<file path="src/rtl/preemptive_priority_scheduler_defines.svh">
// assertion macros for the preemptive priority scheduler
`ifndef PREEMPTIVE_PRIORITY_SCHEDULER_DEFINES_SVH
`define PREEMPTIVE_PRIORITY_SCHEDULER_DEFINES_SVH

// same-cycle implication
`define PPS_ASSERT_NOW(lbl, ante, cons, msg) \
    lbl: assert property (@(posedge clk) disable iff (!rst_n) (ante) |-> (cons)) \
        else $error(msg);

// next-cycle implication
`define PPS_ASSERT_NEXT(lbl, ante, cons, msg) \
    lbl: assert property (@(posedge clk) disable iff (!rst_n) (ante) |=> (cons)) \
        else $error(msg);

`endif

</file>
<file path="src/rtl/pps_pkg.sv">
// ----------------------------------------------------------------------------
// pps_pkg
// shared types and constants of the preemptive priority scheduler
// ----------------------------------------------------------------------------
`default_nettype none

package pps_pkg;

    localparam int ID_W    = 16;
    localparam int TS_W    = 24;
    localparam int BURST_W = 16;
    localparam int PRIO_W  = 8;
    localparam int END_W   = 25;
    localparam int ENTRY_W = 40;

    localparam logic KIND_ARRIVAL  = 1'b0;
    localparam logic KIND_COMPLETE = 1'b1;

    typedef enum logic [6:0] {
        S_IDLE  = 7'b0000001,
        S_EXEC  = 7'b0000010,
        S_SCAN  = 7'b0000100,
        S_DRAIN = 7'b0001000,
        S_ARB   = 7'b0010000,
        S_ARL   = 7'b0100000,
        S_FIN   = 7'b1000000
    } state_t;

    typedef struct packed {
        logic clear;
        logic cmp_en;
    } scan_ctrl_t;

endpackage

`default_nettype wire

</file>
<file path="src/rtl/preemptive_priority_scheduler.sv">
// sequence: an arrival, or a completion with an empty queue, goes from the exec state
// to the fin state and the output register; a completion with queued entries passes
// exec, scan, drain, arb, arl and fin, with one queue ram read per entry in the scan
// throughput: one beat in flight; the next beat is taken once the result is registered
// reset: asynchronous, cpu idle and empty queue; queue rams are not cleared
// ----------------------------------------------------------------------------
// preemptive_priority_scheduler
// preemptive priority scheduler with a ram-backed ready queue
// ----------------------------------------------------------------------------
`default_nettype none

`include "preemptive_priority_scheduler_defines.svh"

module preemptive_priority_scheduler
    import pps_pkg::*;
#(
    parameter int QUEUE_DEPTH = 16
) (
    input  wire logic               clk,
    input  wire logic               rst_n,
    input  wire logic               in_valid,
    output logic                    in_stall,
    input  wire logic               kind,
    input  wire logic [ID_W-1:0]    proc_ident,
    input  wire logic [TS_W-1:0]    proc_arrival,
    input  wire logic [BURST_W-1:0] proc_burst,
    input  wire logic [PRIO_W-1:0]  proc_priority,
    input  wire logic [TS_W-1:0]    now,
    output logic                    out_valid,
    input  wire logic               out_stall,
    output logic                    cpu_idle,
    output logic [ID_W-1:0]         run_ident,
    output logic [TS_W-1:0]         run_arrival,
    output logic [BURST_W-1:0]      run_total,
    output logic [BURST_W-1:0]      run_remaining,
    output logic [PRIO_W-1:0]       run_priority,
    output logic [TS_W-1:0]         run_start,
    output logic [END_W-1:0]        run_end,
    output logic                    rejected,
    output logic [4:0]              waiting_count
);

    localparam int IDX_W = $clog2(QUEUE_DEPTH);
    localparam int CNT_W = $clog2(QUEUE_DEPTH + 1);

    state_t state_reg, state_next;

    // captured beat
    logic               kind_reg;
    logic [ID_W-1:0]    id_reg;
    logic [TS_W-1:0]    arr_reg;
    logic [BURST_W-1:0] burst_reg;
    logic [PRIO_W-1:0]  prio_reg;
    logic [TS_W-1:0]    now_reg;

    // running process
    logic               rv_reg, rv_next;
    logic [ID_W-1:0]    rid_reg, rid_next;
    logic [TS_W-1:0]    rarr_reg, rarr_next;
    logic [BURST_W-1:0] rtot_reg, rtot_next;
    logic [BURST_W-1:0] rrem_reg, rrem_next;
    logic [PRIO_W-1:0]  rprio_reg, rprio_next;
    logic [TS_W-1:0]    rstart_reg, rstart_next;
    logic [END_W-1:0]   rend_reg, rend_next;

    logic [CNT_W-1:0]   count_reg, count_next;
    logic               rej_reg, rej_next;

    logic [IDX_W-1:0]   scan_addr_reg, scan_addr_next;
    logic [IDX_W-1:0]   pend_idx_reg;
    logic               pend_reg, pend_next;
    logic [ENTRY_W-1:0] last_ipb_reg;
    logic [ENTRY_W-1:0] ar_best_reg;

    // output register
    logic               ov_reg, ov_next;
    logic               o_idle_reg;
    logic [ID_W-1:0]    o_id_reg;
    logic [TS_W-1:0]    o_arr_reg;
    logic [BURST_W-1:0] o_tot_reg;
    logic [BURST_W-1:0] o_rem_reg;
    logic [PRIO_W-1:0]  o_prio_reg;
    logic [TS_W-1:0]    o_start_reg;
    logic [END_W-1:0]   o_end_reg;
    logic               o_rej_reg;
    logic [4:0]         o_cnt_reg;

    // queue rams
    logic               ipb_we, ar_we;
    logic [IDX_W-1:0]   ipb_waddr, ar_waddr, ar_raddr;
    logic [ENTRY_W-1:0] ipb_wdata, ar_wdata, ipb_rdata, ar_rdata;

    scan_ctrl_t         scan_ctrl;
    logic [IDX_W-1:0]   best_idx_next, best_idx;
    logic [ENTRY_W-1:0] best_data;

    logic               in_take, out_free, full;
    logic [CNT_W-1:0]   cnt_m1;
    logic [IDX_W-1:0]   last_idx;
    logic [END_W-1:0]   now_ext, diff;
    logic [BURST_W-1:0] preempt_rem;
    logic [CNT_W+4:0]   cnt_wide;

    assign in_stall = (state_reg != S_IDLE);
    assign in_take  = in_valid && !in_stall;
    assign out_free = !ov_reg || !out_stall;
    assign full     = (count_reg >= CNT_W'(QUEUE_DEPTH));
    assign cnt_m1   = count_reg - 1'b1;
    assign last_idx = cnt_m1[IDX_W-1:0];
    assign now_ext  = {1'b0, now_reg};
    assign diff     = rend_reg - now_ext;
    assign cnt_wide = (CNT_W + 5)'(count_reg);

    always_comb
    begin
        if (rend_reg <= now_ext)
        begin
            preempt_rem = '0;
        end
        else if (diff[END_W-1:BURST_W] != '0)
        begin
            preempt_rem = '1;
        end
        else
        begin
            preempt_rem = diff[BURST_W-1:0];
        end
    end

    assign scan_ctrl.clear  = (state_reg == S_EXEC);
    assign scan_ctrl.cmp_en = pend_reg && ((state_reg == S_SCAN) || (state_reg == S_DRAIN));
    assign ar_raddr         = (state_reg == S_DRAIN) ? best_idx_next : last_idx;

    always_comb
    begin
        state_next     = state_reg;
        rv_next        = rv_reg;
        rid_next       = rid_reg;
        rarr_next      = rarr_reg;
        rtot_next      = rtot_reg;
        rrem_next      = rrem_reg;
        rprio_next     = rprio_reg;
        rstart_next    = rstart_reg;
        rend_next      = rend_reg;
        count_next     = count_reg;
        rej_next       = rej_reg;
        scan_addr_next = scan_addr_reg;
        pend_next      = pend_reg;
        ov_next        = ov_reg && out_stall;
        ipb_we         = 1'b0;
        ipb_waddr      = count_reg[IDX_W-1:0];
        ipb_wdata      = {id_reg, prio_reg, burst_reg};
        ar_we          = 1'b0;
        ar_waddr       = count_reg[IDX_W-1:0];
        ar_wdata       = {arr_reg, burst_reg};

        unique case (state_reg)
            S_IDLE:
            begin
                if (in_take)
                begin
                    state_next = S_EXEC;
                end
            end
            S_EXEC:
            begin
                rej_next   = 1'b0;
                state_next = S_FIN;
                if (kind_reg == KIND_ARRIVAL)
                begin
                    if (!rv_reg)
                    begin
                        rv_next     = 1'b1;
                        rid_next    = id_reg;
                        rarr_next   = arr_reg;
                        rtot_next   = burst_reg;
                        rrem_next   = burst_reg;
                        rprio_next  = prio_reg;
                        rstart_next = now_reg;
                        rend_next   = now_ext + END_W'(burst_reg);
                    end
                    else if (full)
                    begin
                        rej_next = 1'b1;
                    end
                    else if (prio_reg >= rprio_reg)
                    begin
                        ipb_we     = 1'b1;
                        ar_we      = 1'b1;
                        count_next = count_reg + 1'b1;
                    end
                    else
                    begin
                        ipb_we      = 1'b1;
                        ipb_wdata   = {rid_reg, rprio_reg, rtot_reg};
                        ar_we       = 1'b1;
                        ar_wdata    = {rarr_reg, preempt_rem};
                        count_next  = count_reg + 1'b1;
                        rid_next    = id_reg;
                        rarr_next   = arr_reg;
                        rtot_next   = burst_reg;
                        rrem_next   = burst_reg;
                        rprio_next  = prio_reg;
                        rstart_next = now_reg;
                        rend_next   = now_ext + END_W'(burst_reg);
                    end
                end
                else if (count_reg == '0)
                begin
                    rv_next     = 1'b0;
                    rid_next    = '0;
                    rarr_next   = '0;
                    rtot_next   = '0;
                    rrem_next   = '0;
                    rprio_next  = '0;
                    rstart_next = '0;
                    rend_next   = '0;
                end
                else
                begin
                    scan_addr_next = '0;
                    pend_next      = 1'b0;
                    state_next     = S_SCAN;
                end
            end
            S_SCAN:
            begin
                pend_next = 1'b1;
                if (scan_addr_reg == last_idx)
                begin
                    state_next = S_DRAIN;
                end
                else
                begin
                    scan_addr_next = scan_addr_reg + 1'b1;
                end
            end
            S_DRAIN:
            begin
                state_next = S_ARB;
            end
            S_ARB:
            begin
                ipb_we     = 1'b1;
                ipb_waddr  = best_idx;
                ipb_wdata  = last_ipb_reg;
                state_next = S_ARL;
            end
            S_ARL:
            begin
                ar_we       = 1'b1;
                ar_waddr    = best_idx;
                ar_wdata    = ar_rdata;
                count_next  = cnt_m1;
                rv_next     = 1'b1;
                rid_next    = best_data[ENTRY_W-1 -: ID_W];
                rprio_next  = best_data[BURST_W +: PRIO_W];
                rtot_next   = best_data[BURST_W-1:0];
                rarr_next   = ar_best_reg[ENTRY_W-1 -: TS_W];
                rrem_next   = ar_best_reg[BURST_W-1:0];
                rstart_next = now_reg;
                rend_next   = now_ext + END_W'(ar_best_reg[BURST_W-1:0]);
                state_next  = S_FIN;
            end
            S_FIN:
            begin
                if (out_free)
                begin
                    ov_next    = 1'b1;
                    state_next = S_IDLE;
                end
            end
            default:
            begin
                state_next = S_IDLE;
            end
        endcase
    end

    always_ff @(posedge clk or negedge rst_n)
    begin
        if (!rst_n)
        begin
            state_reg  <= S_IDLE;
            rv_reg     <= 1'b0;
            rid_reg    <= '0;
            rarr_reg   <= '0;
            rtot_reg   <= '0;
            rrem_reg   <= '0;
            rprio_reg  <= '0;
            rstart_reg <= '0;
            rend_reg   <= '0;
            count_reg  <= '0;
            rej_reg    <= 1'b0;
            pend_reg   <= 1'b0;
            ov_reg     <= 1'b0;
        end
        else
        begin
            state_reg  <= state_next;
            rv_reg     <= rv_next;
            rid_reg    <= rid_next;
            rarr_reg   <= rarr_next;
            rtot_reg   <= rtot_next;
            rrem_reg   <= rrem_next;
            rprio_reg  <= rprio_next;
            rstart_reg <= rstart_next;
            rend_reg   <= rend_next;
            count_reg  <= count_next;
            rej_reg    <= rej_next;
            pend_reg   <= pend_next;
            ov_reg     <= ov_next;
        end
    end

    always_ff @(posedge clk)
    begin
        if (in_take)
        begin
            kind_reg  <= kind;
            id_reg    <= proc_ident;
            arr_reg   <= proc_arrival;
            burst_reg <= proc_burst;
            prio_reg  <= proc_priority;
            now_reg   <= now;
        end
        scan_addr_reg <= scan_addr_next;
        if (state_reg == S_SCAN)
        begin
            pend_idx_reg <= scan_addr_reg;
        end
        if (state_reg == S_DRAIN)
        begin
            last_ipb_reg <= ipb_rdata;
        end
        if (state_reg == S_ARB)
        begin
            ar_best_reg <= ar_rdata;
        end
        if ((state_reg == S_FIN) && out_free)
        begin
            o_idle_reg  <= !rv_reg;
            o_id_reg    <= rid_reg;
            o_arr_reg   <= rarr_reg;
            o_tot_reg   <= rtot_reg;
            o_rem_reg   <= rrem_reg;
            o_prio_reg  <= rprio_reg;
            o_start_reg <= rstart_reg;
            o_end_reg   <= rend_reg;
            o_rej_reg   <= rej_reg;
            o_cnt_reg   <= cnt_wide[4:0];
        end
    end

    pps_ram #(
        .WIDTH (ENTRY_W),
        .DEPTH (QUEUE_DEPTH)
    ) u_ipb_ram (
        .clk     (clk),
        .wr_en   (ipb_we),
        .wr_addr (ipb_waddr),
        .wr_data (ipb_wdata),
        .rd_addr (scan_addr_reg),
        .rd_data (ipb_rdata)
    );

    pps_ram #(
        .WIDTH (ENTRY_W),
        .DEPTH (QUEUE_DEPTH)
    ) u_ar_ram (
        .clk     (clk),
        .wr_en   (ar_we),
        .wr_addr (ar_waddr),
        .wr_data (ar_wdata),
        .rd_addr (ar_raddr),
        .rd_data (ar_rdata)
    );

    pps_scan #(
        .IDX_W (IDX_W)
    ) u_scan (
        .clk           (clk),
        .rst_n         (rst_n),
        .ctrl          (scan_ctrl),
        .idx           (pend_idx_reg),
        .data          (ipb_rdata),
        .best_idx_next (best_idx_next),
        .best_idx      (best_idx),
        .best_data     (best_data)
    );

    assign out_valid     = ov_reg;
    assign cpu_idle      = o_idle_reg;
    assign run_ident     = o_id_reg;
    assign run_arrival   = o_arr_reg;
    assign run_total     = o_tot_reg;
    assign run_remaining = o_rem_reg;
    assign run_priority  = o_prio_reg;
    assign run_start     = o_start_reg;
    assign run_end       = o_end_reg;
    assign rejected      = o_rej_reg;
    assign waiting_count = o_cnt_reg;

    `PPS_ASSERT_NOW(a_count_bound, 1'b1, count_reg <= CNT_W'(QUEUE_DEPTH),
        "queue count beyond depth")
    `PPS_ASSERT_NOW(a_reject_busy, out_valid && rejected, !cpu_idle,
        "rejection reported with idle cpu")
    `PPS_ASSERT_NOW(a_idle_clear, out_valid && cpu_idle, (run_ident == '0) && (run_end == '0),
        "idle result carries running fields")
    `PPS_ASSERT_NEXT(a_scan_count, state_reg == S_SCAN, $stable(count_reg),
        "queue count moved during scan")

endmodule

`default_nettype wire

</file>
<file path="src/rtl/pps_ram.sv">
// ----------------------------------------------------------------------------
// pps_ram
// generic single-write, single-read ram with registered read data
// ----------------------------------------------------------------------------
`default_nettype none

module pps_ram #(
    parameter int WIDTH = 40,
    parameter int DEPTH = 16
) (
    input  wire logic                     clk,
    input  wire logic                     wr_en,
    input  wire logic [$clog2(DEPTH)-1:0] wr_addr,
    input  wire logic [WIDTH-1:0]         wr_data,
    input  wire logic [$clog2(DEPTH)-1:0] rd_addr,
    output logic      [WIDTH-1:0]         rd_data
);

    logic [WIDTH-1:0] mem [DEPTH];

    always_ff @(posedge clk)
    begin
        if (wr_en)
        begin
            mem[wr_addr] <= wr_data;
        end
        rd_data <= mem[rd_addr];
    end

endmodule

`default_nettype wire

</file>
<file path="src/rtl/pps_scan.sv">
// ----------------------------------------------------------------------------
// pps_scan
// running minimum over queue entries, first index wins on ties
// ----------------------------------------------------------------------------
`default_nettype none

module pps_scan
    import pps_pkg::*;
#(
    parameter int IDX_W = 4
) (
    input  wire logic                   clk,
    input  wire logic                   rst_n,
    input  wire scan_ctrl_t             ctrl,
    input  wire logic [IDX_W-1:0]       idx,
    input  wire logic [ENTRY_W-1:0]     data,
    output logic      [IDX_W-1:0]       best_idx_next,
    output logic      [IDX_W-1:0]       best_idx,
    output logic      [ENTRY_W-1:0]     best_data
);

    logic                have_reg;
    logic                have_next;
    logic [IDX_W-1:0]    best_idx_reg;
    logic [ENTRY_W-1:0]  best_data_reg;
    logic [ENTRY_W-1:0]  best_data_next;
    logic [PRIO_W-1:0]   cand_prio;
    logic [PRIO_W-1:0]   best_prio;
    logic                take;

    assign cand_prio = data[BURST_W +: PRIO_W];
    assign best_prio = best_data_reg[BURST_W +: PRIO_W];
    assign take      = ctrl.cmp_en && (!have_reg || (cand_prio < best_prio));

    always_comb
    begin
        have_next      = have_reg;
        best_idx_next  = best_idx_reg;
        best_data_next = best_data_reg;
        if (ctrl.clear)
        begin
            have_next = 1'b0;
        end
        else if (take)
        begin
            have_next      = 1'b1;
            best_idx_next  = idx;
            best_data_next = data;
        end
    end

    always_ff @(posedge clk or negedge rst_n)
    begin
        if (!rst_n)
        begin
            have_reg <= 1'b0;
        end
        else
        begin
            have_reg <= have_next;
        end
    end

    always_ff @(posedge clk)
    begin
        best_idx_reg  <= best_idx_next;
        best_data_reg <= best_data_next;
    end

    assign best_idx  = best_idx_reg;
    assign best_data = best_data_reg;

endmodule

`default_nettype wire

</file>
<file path="config.mk">
export PLATFORM = sky130hd
export DESIGN_NAME = preemptive_priority_scheduler
export DESIGN_NICKNAME = d
export VERILOG_FILES = /design/src/rtl/pps_pkg.sv /design/src/rtl/preemptive_priority_scheduler.sv /design/src/rtl/pps_ram.sv /design/src/rtl/pps_scan.sv
export VERILOG_INCLUDE_DIRS = /design/src /design/src/rtl
export SDC_FILE = /design/constraint.sdc
export NUM_CORES = 2
export LEC_CHECK = 0
export BUFFER_PORTS_ARGS = -buffer_cell sky130_fd_sc_hd__buf_2
export CAP_MARGIN = 20
export CELL_PAD_IN_SITES_DETAIL_PLACEMENT = 0
export CELL_PAD_IN_SITES_GLOBAL_PLACEMENT = 1
export CORE_MARGIN = 2
export CORE_UTILIZATION = 41
export DETAILED_ROUTE_END_ITERATION = 8
export PLACE_DENSITY = 0.74
export SETUP_SLACK_MARGIN = 0.15
export SYNTH_ARGS = -nofsm -noshare
export SYNTH_HDL_FRONTEND = slang
export SYNTH_SLANG_ARGS = --single-unit
</file>
<file path="constraint.sdc">
create_clock -name clk -period 22.5 [get_ports clk]
set_input_delay 1.125 -clock clk [delete_from_list [all_inputs] [get_ports clk]]
set_output_delay 1.125 -clock clk [all_outputs]
set_load 0.01 [all_outputs]
</file>
Word-level counts from Yosys, hierarchy flattened. Memory sizes are Yosys's and may differ from the RTL's. A register that Yosys moved wholly into a read port is not among the register bits. Index checks and enable logic that the tools add are counted.

Reductions and logical operators: 25. Add/subtract/negate cells: 6. Multiplexer cells: 88. $lt $le $gt $ge: 4. Bitwise logic cells: 1. Eq/ne operators: 21.

Operators with widths (number): 2-to-1 mux 40 bit (8); 2-to-1 mux 24 bit (9); 2-to-1 mux 16 bit (11); one-hot mux 40 bit (2 select lines) (2); 2-to-1 mux 25 bit (5); one-hot mux 16 bit (2 select lines) (3); one-hot mux 24 bit (2 select lines) (2); adder 24 x 16 -> 25 bit (2); one-hot mux 25 bit (2 select lines) (1); one-hot mux 7 bit (7 select lines) (1); 2-to-1 mux 8 bit (5); 2-to-1 mux 7 bit (5); 2-to-1 mux 4 bit (8); less-or-equal comparator 25 x 24 -> 1 bit (1); subtractor 25 x 24 -> 25 bit (1); 2-to-1 mux 1 bit (18); != test 2 bit, second input constant (9); one-hot mux 8 bit (2 select lines) (1); 2-to-1 mux 5 bit (3); AND reduction 4 bit (3); one-hot mux 5 bit (2 select lines) (1); nonzero test 9 bit (1); greater-or-equal comparator 8 bit (1); < comparator 8 bit (1); 25 further kinds (43).

Bits in writable memories: 1280. Word-level logic and storage cells: 183. Bits of input ports: 93. Output and inout port bits: 138. Memories kept: 2. Bits in registers: 503.

Memories: u_ar_ram.mem (words 16, width 40, rd ports 1, clocked after Yosys merged registers in 1, write ports 1, RTL line pps_ram.sv:19) `logic [WIDTH-1:0] mem [DEPTH];`; u_ipb_ram.mem (words 16, width 40, rd ports 1, clocked after Yosys merged registers in 1, write ports 1, RTL line pps_ram.sv:19).

Depth between registers and ports, before layout.
Word-level depth: 9. Gate-level depth with buffers: 14. Depth with buffers taken out: 13.

By module. From an unflattened synthesis, not the netlist that was laid out.

Cells, all modules: 3888. Area, all modules: 72688.5 um2.

By module, submodules not included: pps_ram (instances 2, cells an instance 1040, sequential area each 20019.2 um2, area an instance 25131.6 um2); preemptive_priority_scheduler (instances 1, cells an instance 1730, sequential area each 13028.7 um2, area an instance 20851.2 um2); pps_scan (instances 1, cells an instance 78, sequential area each 1306.3 um2, area an instance 1574.0 um2).

Worst setup path after synthesis. Ideal clock, no wire load.

Path type: in2reg. Start: input out_stall. End: register o_idle_reg, in the netlist cpu_idle, enable pin. Setup time: 0.676 ns. Required time: 21.824 ns. Arrival: 7.524 ns. Stages on the path: 1. Buffers on the path: 0. Slack: 14.300 ns. Cells stage by stage: a21oi_1.

Word-level cells in the longest chain between the ends: 3.

Ends and longest elaborated chain: start: declaration (RTL line preemptive_priority_scheduler.sv:30) `input wire logic out_stall,`; logical NOT 1 bit (RTL line preemptive_priority_scheduler.sv:106) `assign out_free = !ov_reg || !out_stall;`; logical OR 1 bit (RTL line preemptive_priority_scheduler.sv:106); logical AND 1 bit (RTL line preemptive_priority_scheduler.sv:340) `if ((state_reg == S_FIN) && out_free)`; end signal: assignment (RTL line preemptive_priority_scheduler.sv:342) `o_idle_reg <= !rv_reg;`; end: declaration (RTL line preemptive_priority_scheduler.sv:77) `logic o_idle_reg;`.

No other way between the ends. A chain may end at the register's enable or synchronous reset.

Final worst setup path.
Start: register u_scan.best_data_reg[23], in the netlist u_scan.best_data[23]. End: register u_ar_ram.rd_data[39] (read register of u_ar_ram.mem).

Word-level cells in the longest chain between the ends: 6.

Ends and longest elaborated chain: start: declaration (RTL line pps_scan.sv:25) `logic [ENTRY_W-1:0] best_data_reg;`; start signal: assignment (RTL line pps_scan.sv:67) `best_data_reg <= best_data_next;`; < comparator 8 bit (RTL line pps_scan.sv:33) `assign take = ctrl.cmp_en && (!have_reg || (cand_prio < best_prio));`; logical OR 1 bit (RTL line pps_scan.sv:33); logical AND 1 bit (RTL line pps_scan.sv:33); 2-to-1 mux 4 bit (RTL line pps_scan.sv:44) `else if (take)`; 2-to-1 mux 4 bit (RTL line pps_scan.sv:40) `if (ctrl.clear)`; net best_idx_next[1] (RTL line preemptive_priority_scheduler.sv:94) `logic [IDX_W-1:0] best_idx_next, best_idx;`; 2-to-1 mux 4 bit (RTL line preemptive_priority_scheduler.sv:132) `assign ar_raddr = (state_reg == S_DRAIN) ? best_idx_next : last_idx;`; end: declaration (RTL line pps_ram.sv:16) `output logic [WIDTH-1:0] rd_data`.

The timed path passes the listed nets, and every way through them passes these cells.

==> results.toml <==
[cts]
postCtsHoldBufs = 0
insertion_delay_ps = 860
clk_pin_slew_ps = 60
cts_buffers = 185
cts_setup_buffers = 0
cts_tree = "yes"
root_buffer = "clkbuf_16"
post_cts_resized = 0
cts_buffer_depth = 3
clock-sinks = 1863
cts.htree.levels = 4

[global_routing]
grt_pass1_vias = 38516
grt_max_degree = 161
grt_overflow = 0
grt_pass1_wl_um = 260000
track_usage_pct = 19.2
antenna_found_initial = 3

[floorplanning]
die_h_um = 429
io_pins = 231
die_x_um = 429
initial_core_util_pct = 41.4
fp.coreArea_um2 = 179000
rows = 155
die-area_um2 = 184000

[run]
maxCapViolCount = 0

[worst_setup_path]
cp_data_arrival_time_ps = 6390
path_class = "reg -> reg"
cp.required_ps = 23120
worst_setup_path_start_kind = "register"
crit_path_end_kind = "register"
crit_fanout = 160

[synthesis]
syn-instance-count = 4109
yosys-top-cells-area = "edfxtp_1 66%, mux2i_1 8.2%, mux4_2 6.1%"
ys_types = 84
avgSynthCellArea_um2 = 18.0
synthesis.area_um2 = 74000
synth.top_cell.area_share_pct = 66.3
ys.warnings.count = 0
ys.flop_type = "edfxtp_1"
async_flop_share_pct = 7.84
yosys_register_bits = 1863
synth-edff-count = 1633
ys_seq_area_share_pct = 73.5
yosysTopAreaCell = "edfxtp_1"
synth_nets = 4279

[place]
io_buffers = 230
dp_slack_ps = 16900
dp_hpwl_um = 99700
place_congestion = 0.801

[sta]
fin_setup_tns_ps = 0
max_slew.worst_pin.slew_ps = 1170
hold_slack_ps = 333
finalHoldViolCount = 0
final_max_slew_viol_count = 0
max_clock_freq_mhz = 174
slew_headroom_pct = 21.8
fin_crit_ps = 5760
fin_ws_ps = 16740
fin_worst_skew_ps = 91.1
rsz0062_at_grt = "no"
period_share_pct = 25.6
setup_viol = 0

[drt]
firstDrtPassIters = 6
first_iter_violations = 3196
routed-via-count = 38228
via_per_inst = 5.52
post_drt_wl_per_cell_um = 25.8
postRouteAntennaNets = 0
wl_um = 179000
drc = 0

[final_layout]
fillers = 15041
layout_common_cells = "1633 x edfxtp_1, 603 x mux2i_1, 279 x nand2_1"
final_common_cell = "edfxtp_1"
syn2layout_area_growth_pct = 13.2
multiInputGateArea_um2 = 18300
reg.largest.list = "u_ar_ram.mem: 640 flops, u_ipb_ram.mem: 640 flops"
final_nets = 4578
drive_above_1_share_pct = 18.4
seq_area_um2 = 54400

[power]
leakagePower_nw = 29.7
powerDensity_nw_per_um2 = 116
irDropWorstVdd_mv = 0.177
p_total_mw = 9.75

[worst_hold_path]
hp-class = "in -> async"

[status]
status = "completed"
## path summary, 6_finish.rpt
kind                                                 from                            to  slack (ps)  depth (start not counted)
max                        u_scan.best_data[23]$_DFFE_PP_  u_ar_ram.rd_data[39]$_DFF_P_       16740                         15
min                                                 rst_n    rstart_reg[12]$_DFFE_PN0P_         330                          1
max reg2reg                u_scan.best_data[23]$_DFFE_PP_  u_ar_ram.rd_data[39]$_DFF_P_       16740                         15
min reg2reg                  u_ipb_ram.rd_data[2]$_DFF_P_     last_ipb_reg[2]$_DFFE_PP_         420                          0
max in group asynchronous                           rst_n      rarr_reg[12]$_DFFE_PN0P_       20210                          3
min in group clk             u_ipb_ram.rd_data[2]$_DFF_P_     last_ipb_reg[2]$_DFFE_PP_         420                          0
## metal layers
layer | vias to the layer above | wire (µm) | global-route usage, % | part of all wire (%)
met1 | 20028 | 74900 | 25.3 | 42
met4 | 2 | 4850 | 5.82 | 2.7
met5 | - | 10 | 0 | 0.0056
li1 | 16812 | - | - | -
met2 | 1114 | 89400 | 32.8 | 50
met3 | 272 | 9620 | 3.06 | 5.4
## cell families (layout without fill, tap and decap cells)
kind of cell    count (synthesis)  in the layout  share of synthesized area, %
simple gates                  515            515                          3.06
mux                           809            809                          14.4
compound gates                517            517                          4.69
flops                        1863           1863                          73.5
other cells                     0              1                             0
xor+xnor                       64             64                         0.758
fa+ha+maj                      77             77                          1.33
buf+inv                       264            726                          2.29
## synthesized netlist by cell type, drive strengths merged, types with 5 or more instances
cell type  number
edfxtp       1633
mux2i         606
nand2         279
mux4          200
a22oi         154
dfrtp         145
o21ai         141
nor2          112
clkbuf        108
buf            91
dfxtp          84
a21oi          74
ha             74
inv            62
xnor2          44
a22o           25
a21o           22
nor3           21
xor2           20
nand3          19
a211oi         13
nand2b         13
a2bb2oi        12
a221oi         11
nor4           11
a31oi          10
nor2b          10
o21a           10
or3            10
o21bai          8
and2            7
nand4           7
o211ai          5
o31ai           5
## area by class of cell
type                    count  share of cell area [%]
diodes                      1                 0.00299
inverters                  63                   0.284
clock buffers             255                    6.01
clock inverters            95                    1.24
repair buffers            313                    2.20
flip-flops and latches   1863                    64.9
well taps                2355                    3.52
multi-input cells        1982                    21.8
## power breakdown
part | internal, mW | total, mW | switching [mW]
sequential | 4.21 | 4.45 | 0.235
clock | 1.72 | 3.06 | 1.33
combinational | 0.919 | 2.25 | 1.33
total | 6.85 | 9.75 | 2.89
## per-stage QoR
stage,util [%],cell area (µm²),instances
3_3_place_gp,43.4,77600,6570
3_5_place_dp,43.4,77600,6572
6_report,46.8,83700,6927
5_1_grt,46.8,83700,6926
4_1_cts,46.8,83700,6922
2_1_floorplan,-,74000,4109
## critical path, stage by stage, from the launching register on
cell      delay [ps]
edfxtp_1         390
inv_1             80
ha_1             240
and2_1           180
a221oi_1         520
o221ai_2         220
a21oi_4          160
mux2_4           330
mux2i_4          130
buf_4            580
buf_4            920
buf_12           800
mux2i_1          280
mux2i_1          100
mux2i_1          170
mux2i_1          100
Power figures use the tool's default switching activity.
